`src/hw/rtl/fpa_pkg.sv`:
```
package fpa_pkg;

    localparam int DATA_WIDTH    = 32;
    localparam int FRACTION_BITS = 8;
    localparam int IO_WIDTH      = 32;

    // divider: restoring, DIV_STEPS quotient bits per stage
    localparam int DIV_STEPS  = 4;
    localparam int NUM_WIDTH  = DATA_WIDTH + FRACTION_BITS;
    localparam int DIV_STAGES = (NUM_WIDTH + DIV_STEPS - 1) / DIV_STEPS;
    localparam int QUO_WIDTH  = DIV_STAGES * DIV_STEPS;
    localparam int PROD_WIDTH = 2 * DATA_WIDTH;
    localparam int MAG_WIDTH  = (QUO_WIDTH > PROD_WIDTH) ? QUO_WIDTH + 1 : PROD_WIDTH + 1;

    typedef logic [DATA_WIDTH-1:0] t_word;
    typedef logic [MAG_WIDTH-1:0]  t_mag;

    localparam t_word SIGN_BIT = {1'b1, {(DATA_WIDTH-1){1'b0}}};
    localparam t_word POS_MAX  = ~SIGN_BIT;
    localparam t_mag  HALF_LSB = t_mag'(1) << (FRACTION_BITS - 1);

    typedef enum logic [3:0] {
        OP_ADD, OP_SUB, OP_MUL, OP_DIV, OP_LT, OP_GT, OP_LE, OP_GE,
        OP_EQ, OP_NE, OP_MIN, OP_MAX, OP_INC, OP_DEC, OP_TOINT, OP_FROMINT
    } t_op;

    typedef enum logic [1:0] {
        ST_OK  = 2'd0,
        ST_OVF = 2'd1,
        ST_DZ  = 2'd2
    } t_stat;

    // word that travels alongside the divider
    typedef struct packed {
        t_op                   op;
        logic                  neg;
        logic                  dz;
        logic [PROD_WIDTH-1:0] prod;
        t_word                 res;
        logic                  cmp;
        t_stat                 stat;
    } t_tag;

    function automatic t_word to_word(input logic [IO_WIDTH-1:0] v);
        logic signed [63:0] t;
        t = 64'(signed'(v));
        return t[DATA_WIDTH-1:0];
    endfunction

    function automatic logic [IO_WIDTH-1:0] to_io(input t_word v);
        logic [63:0] t;
        t = 64'(v);
        return t[IO_WIDTH-1:0];
    endfunction

    function automatic t_word sat_value(input logic neg);
        return neg ? SIGN_BIT : POS_MAX;
    endfunction

endpackage

```
`src/hw/rtl/fpa_pack.sv`:
```
module fpa_pack
    import fpa_pkg::*;
(
    input  logic                 i_clk,
    input  logic                 i_rst_n,
    input  logic                 i_vld,
    input  t_tag                 i_tag,
    input  logic [QUO_WIDTH-1:0] i_quo,
    input  t_word                i_rem,
    input  t_word                i_den,
    output logic                 o_valid,
    output logic [IO_WIDTH-1:0]  o_result_value,
    output logic                 o_compare_true,
    output logic [1:0]           o_status
);

    logic  r_vld_a;
    t_tag  r_tag_a;
    t_mag  r_mag_a;
    t_mag  n_mag_a;
    logic  rnd;

    // round half away from zero on magnitudes
    always_comb begin
        rnd = ({i_rem, 1'b0} >= {1'b0, i_den});
        if (i_tag.op == OP_DIV) begin
            n_mag_a = t_mag'(i_quo) + t_mag'(rnd);
        end else begin
            n_mag_a = (t_mag'(i_tag.prod) + HALF_LSB) >> FRACTION_BITS;
        end
    end

    always_ff @(posedge i_clk) begin
        if (!i_rst_n) begin
            r_vld_a <= 1'b0;
        end else begin
            r_vld_a <= i_vld;
        end
        r_tag_a <= i_tag;
        r_mag_a <= n_mag_a;
    end

    t_word n_res;
    logic  n_cmp;
    t_stat n_stat;
    t_mag  lim;

    always_comb begin
        n_res  = r_tag_a.res;
        n_cmp  = r_tag_a.cmp;
        n_stat = r_tag_a.stat;
        lim    = r_tag_a.neg ? t_mag'(SIGN_BIT) : t_mag'(POS_MAX);
        if (r_tag_a.op == OP_MUL || r_tag_a.op == OP_DIV) begin
            n_cmp = 1'b0;
            if (r_tag_a.op == OP_DIV && r_tag_a.dz) begin
                n_res  = '0;
                n_stat = ST_DZ;
            end else if (r_mag_a > lim) begin
                n_res  = sat_value(r_tag_a.neg);
                n_stat = ST_OVF;
            end else begin
                n_res  = r_tag_a.neg ? t_word'(-r_mag_a[DATA_WIDTH-1:0])
                                     : r_mag_a[DATA_WIDTH-1:0];
                n_stat = ST_OK;
            end
        end
    end

    always_ff @(posedge i_clk) begin
        if (!i_rst_n) begin
            o_valid <= 1'b0;
        end else begin
            o_valid <= r_vld_a;
        end
        o_result_value <= to_io(n_res);
        o_compare_true <= n_cmp;
        o_status       <= n_stat;
    end

endmodule

```
`config.mk`:
```
export PLATFORM = sky130hd
export DESIGN_NAME = fpa_pack
export DESIGN_NICKNAME = d
export VERILOG_FILES = /design/src/hw/rtl/fpa_pkg.sv /design/src/hw/rtl/fpa_pack.sv
export SDC_FILE = /design/constraint.sdc
export NUM_CORES = 1
export LEC_CHECK = 0
export BUFFER_PORTS_ARGS = -buffer_cell sky130_fd_sc_hd__buf_4
export CAP_MARGIN = 20
export CORE_ASPECT_RATIO = 1.1
export CORE_UTILIZATION = 40
export DETAILED_ROUTE_END_ITERATION = 10
export GPL_TIMING_DRIVEN = 0
export PLACE_DENSITY = 0.65
export SLEW_MARGIN = 20
export SYNTH_ARGS = -nofsm -noshare
export SYNTH_HDL_FRONTEND = slang
export SYNTH_SLANG_ARGS = --single-unit
export TNS_END_PERCENT = 100
```
`constraint.sdc`:
```
create_clock -name i_clk -period 3.6 [get_ports i_clk]
set_input_delay 0.18 -clock i_clk [delete_from_list [all_inputs] [get_ports i_clk]]
set_output_delay 0.18 -clock i_clk [all_outputs]
set_load 0.05 [all_outputs]
```
==> results.py <==
metrics = {
    "outcome": {
        "status": "complete, no violations",
    },
    "routing": {
        "wirelength_microns": 23300,
        "drtIter0Drc": 310,
        "drc": 0,
        "drt_pass1_iterations": 4,
        "ant_nets": 0,
        "wl_per_cell_microns": 16.0,
        "viasPerCell": 5.14,
        "vias": 7502,
    },
    "place": {
        "post-place-ws_ns": -0.603,
        "post-place-cells": 1381,
        "port_buffers": 240,
        "hpwlAfterDp_microns": 18900,
        "place_congestion": 0.952,
        "place_area_sq_mm": 0.00989,
    },
    "layout": {
        "final_cell_area_sq_mm": 0.0110,
        "fin_nets": 1480,
        "finalNonFillerCells": 1460,
        "antenna_cells": 0,
        "utilization_pct": 57.5,
        "drive_gt1_share_pct": 25.6,
        "area_growth_syn_to_layout_pct": 41.3,
    },
    "synth": {
        "synthCells": 894,
        "syn-cell-area_sq_mm": 0.00778,
        "yosysTopAreaCell": "dfxtp_1",
        "synth_fp_nets": 1173,
        "synth.avg_cell_area_sq_um": 8.70,
        "synthArstFlopShare_pct": 0,
        "ys.flop_type": "dfxtp_1",
        "synth_cell_type_count": 59,
        "ys_ff_latch": 135,
        "seq_area_frac_synth_pct": 34.7,
        "synth.top_cells.by_area": "dfxtp_1 (35%), ha_1 (11%), xor2_1 (7.1%), xnor2_1 (4.7%), nand2_1 (3.7%)",
        "yosys.area.top_type_share_pct": 34.7,
        "synth_warnings": 0,
        "synth_edf_count": 0,
    },
    "sta": {
        "worst_slew_pin_slew_ns": 0.978,
        "hold_viol": 0,
        "rsz0062_at_grt": "no",
        "layout_min_cycle_time_ns": 3.35,
        "min_period_over_period_pct": 93.1,
        "setup_viol": 0,
        "fin_worst_skew_ns": 0.0105,
        "finalMaxSlewViolations": 0,
        "layout_setup_ws_ns": 0.247,
        "maxSlewHeadroom_pct": 33.9,
        "fmax_mhz": 298,
    },
    "critical_path": {
        "worstSetupStartpointType": "flop",
        "r2r-start": "r_tag_a[100]",
        "worst_r2r_endpoint": "o_result_value[3]",
        "reg2reg_depth": 10,
        "path_max_fanout": 36,
        "critical_path_class": "flop to flop",
        "crit_arrival_ns": 3.65,
        "r2r_setup_slack_ns": 0.25,
        "required_ns": 3.90,
        "cp-end-kind": "flop",
    },
    "min_path": {
        "min_to": "r_mag_a[50]",
        "hold_start": "i_tag[93]",
        "worstHoldPathCells": 3,
        "hold_class": "primary input to flop",
    },
    "power_and_ir_drop": {
        "p_per_area_mw_per_mm2": 381,
        "power_mw": 4.19,
        "intPower_mw": 3.06,
        "p_leak_nw": 4.86,
        "seq_power_share_pct": 40.0,
        "worst_ir_drop_vdd_mv": 0.433,
        "swShare_pct": 26.8,
        "power.share.combinational_pct": 19.5,
        "pwr-share-clk_pct": 40.5,
        "switching_power_mw": 1.12,
    },
    "floorplanning": {
        "initial_utilization_pct": 40.7,
        "dieArea_sq_mm": 0.0200,
        "io_pins": 248,
        "die_h_microns": 148,
        "coreArea_sq_mm": 0.0191,
        "row_count": 53,
        "die_width_microns": 135,
    },
    "clocking": {
        "htreeDepth": 4,
        "cts_tree": "yes",
        "clkTransAtPathRegs_ns": 0.06,
        "root_buffer": "clkbuf_16",
        "numClockSinks": 135,
        "clk_latency_ns": 0.42,
        "cts_buffers": 17,
        "cts_max_path_buffers": 2,
    },
    "grt": {
        "grt_pass1_wl_microns": 36600,
        "grt_max_degree": 37,
        "grt_pass1_vias": 7374,
        "gr-total-overflow": 0,
        "antenna_found_initial": 0,
        "grt_use_total_pct": 23.7,
    },
    "run": {
        "maxCapViolations": 0,
    },
}
-- cells in the mapped netlist (3+ instances only) --
| library cell | n |
|---|---|
| a2111oi_0 | 3 |
| a21o_1 | 13 |
| a21oi_1 | 55 |
| a221oi_1 | 3 |
| a221oi_2 | 13 |
| and2_1 | 12 |
| and3_1 | 17 |
| and4_1 | 16 |
| buf_1 | 4 |
| buf_2 | 6 |
| clkbuf_1 | 18 |
| dfxtp_1 | 135 |
| ha_1 | 67 |
| inv_1 | 44 |
| mux2_2 | 4 |
| mux2i_1 | 9 |
| nand2_1 | 77 |
| nand2b_1 | 5 |
| nand3_1 | 40 |
| nand4_1 | 28 |
| nor2_1 | 66 |
| nor2b_1 | 3 |
| nor3_1 | 17 |
| nor4_1 | 11 |
| o21a_1 | 3 |
| o21ai_0 | 34 |
| o21ai_1 | 32 |
| o31ai_1 | 4 |
| o41ai_1 | 5 |
| or3_1 | 5 |
| or4_1 | 6 |
| xnor2_1 | 42 |
| xor2_1 | 63 |
-- registers in the layout (all words and copies together) (netlist names) --
| name | cells |
|---|---|
| r_tag_a | 41 |
| o_compare_true | 1 |
| o_status | 2 |
| o_result_value | 32 |
| r_vld_a | 1 |
| o_valid | 1 |
| r_mag_a | 57 |
-- worst max-delay path: stages, from the launching register on --
cell	delay, ns
dfxtp_2	0.78
inv_1	0.13
clkbuf_1	0.30
ha_1	0.36
inv_1	0.04
or4_4	0.54
o31a_1	0.26
a22o_1	0.33
buf_6	0.19
a221oi_2	0.17
o21ai_1	0.10
-- cells in the final DEF (no fill, tap or decap), drive strengths merged, types with 3 or more instances in the layout --
cell / synthesis / layout
buf: 12 / 253
dfxtp: 135 / 135
nand2: 77 / 77
ha: 67 / 67
nor2: 66 / 66
o21ai: 66 / 66
xor2: 63 / 63
a21oi: 55 / 55
dlygate4sd3: 0 / 47
inv: 44 / 45
xnor2: 42 / 42
nand3: 40 / 40
clkbuf: 18 / 38
nand4: 29 / 29
and3: 17 / 17
nor3: 17 / 17
and4: 16 / 16
a221oi: 16 / 16
a21o: 13 / 13
nor4: 13 / 13
and2: 12 / 12
mux2i: 9 / 9
or4: 7 / 7
o41ai: 6 / 6
nand2b: 5 / 5
or3: 5 / 5
clkinv: 0 / 5
o31ai: 4 / 4
mux2: 4 / 4
o21a: 3 / 3
a2111oi: 3 / 3
nor2b: 3 / 3
clkinvlp: 0 / 3
nor4b: 3 / 3
-- through the flow --
step	TNS, ns	hold WS [ns]
floorplan	0	0.208
global placement	-7.01	0.285
detailed placement	-3.57	0.286
CTS	0	0.00000333
global route	0	0.0105
finish	0	0.0171
-- power by group through the flow --
stage                     Combinational, mW  Sequential [mW]  Clock, mW
after global routing                  0.901             1.68       1.80
after global placement                0.763             1.70          0
after CTS                             0.819             1.67       1.73
after detailed placement              0.772             1.70          0
final                                 0.818             1.67       1.70
after floorplan                       0.314             1.79          0
-- layer usage --
metal  routed length, microns  GRT usage, %
met1                     9990          27.5
met2                    11700          42.7
met3                     1200          4.64
met4                      453          8.82
met5                        0             0
-- what timing repair did --
action	4_1_cts	5_1_grt
gates resized for setup	2	3
hold buffers	47	0
pin swaps	0	1
hold endpoints to repair	47	0
setup endpoints to repair	1	1
buffers inserted	0	1
-- cell type report --
class	instances	area [sq um]
multi-input cells	685	4810
clock inverters	11	124
fillers	1775	8110
flip-flops and latches	135	2700
repair buffers	288	2280
inverters	44	165
plain buffers	30	135
well taps	247	309
clock buffers	20	467
-- kinds of logic after synthesis --
logic type / synth area share [%]
and+or+nand+nor: 21.2
AOI/OAI and AO/OA: 15.9
DFF: 34.7
xor gates and xnor gates: 11.8
buffers and inverters: 3.86
adders and majority gates: 10.8
muxes: 1.74
-- worst max path at each step --
stage	slack [ns]	startpoint	endpoint	cells past startpoint
finish	0.25	r_tag_a[100]	o_result_value[3]	10
global route	0.04	r_tag_a[100]	o_result_value[17]	10
CTS	0.11	i_rem[17]	r_mag_a[39]	16
detailed placement	-0.60	i_rem[19]	r_mag_a[39]	16
global placement	-0.56	i_rem[17]	r_mag_a[39]	16
floorplan	0.29	i_den[24]	r_mag_a[39]	16
(Power assumes the default switching activity.)
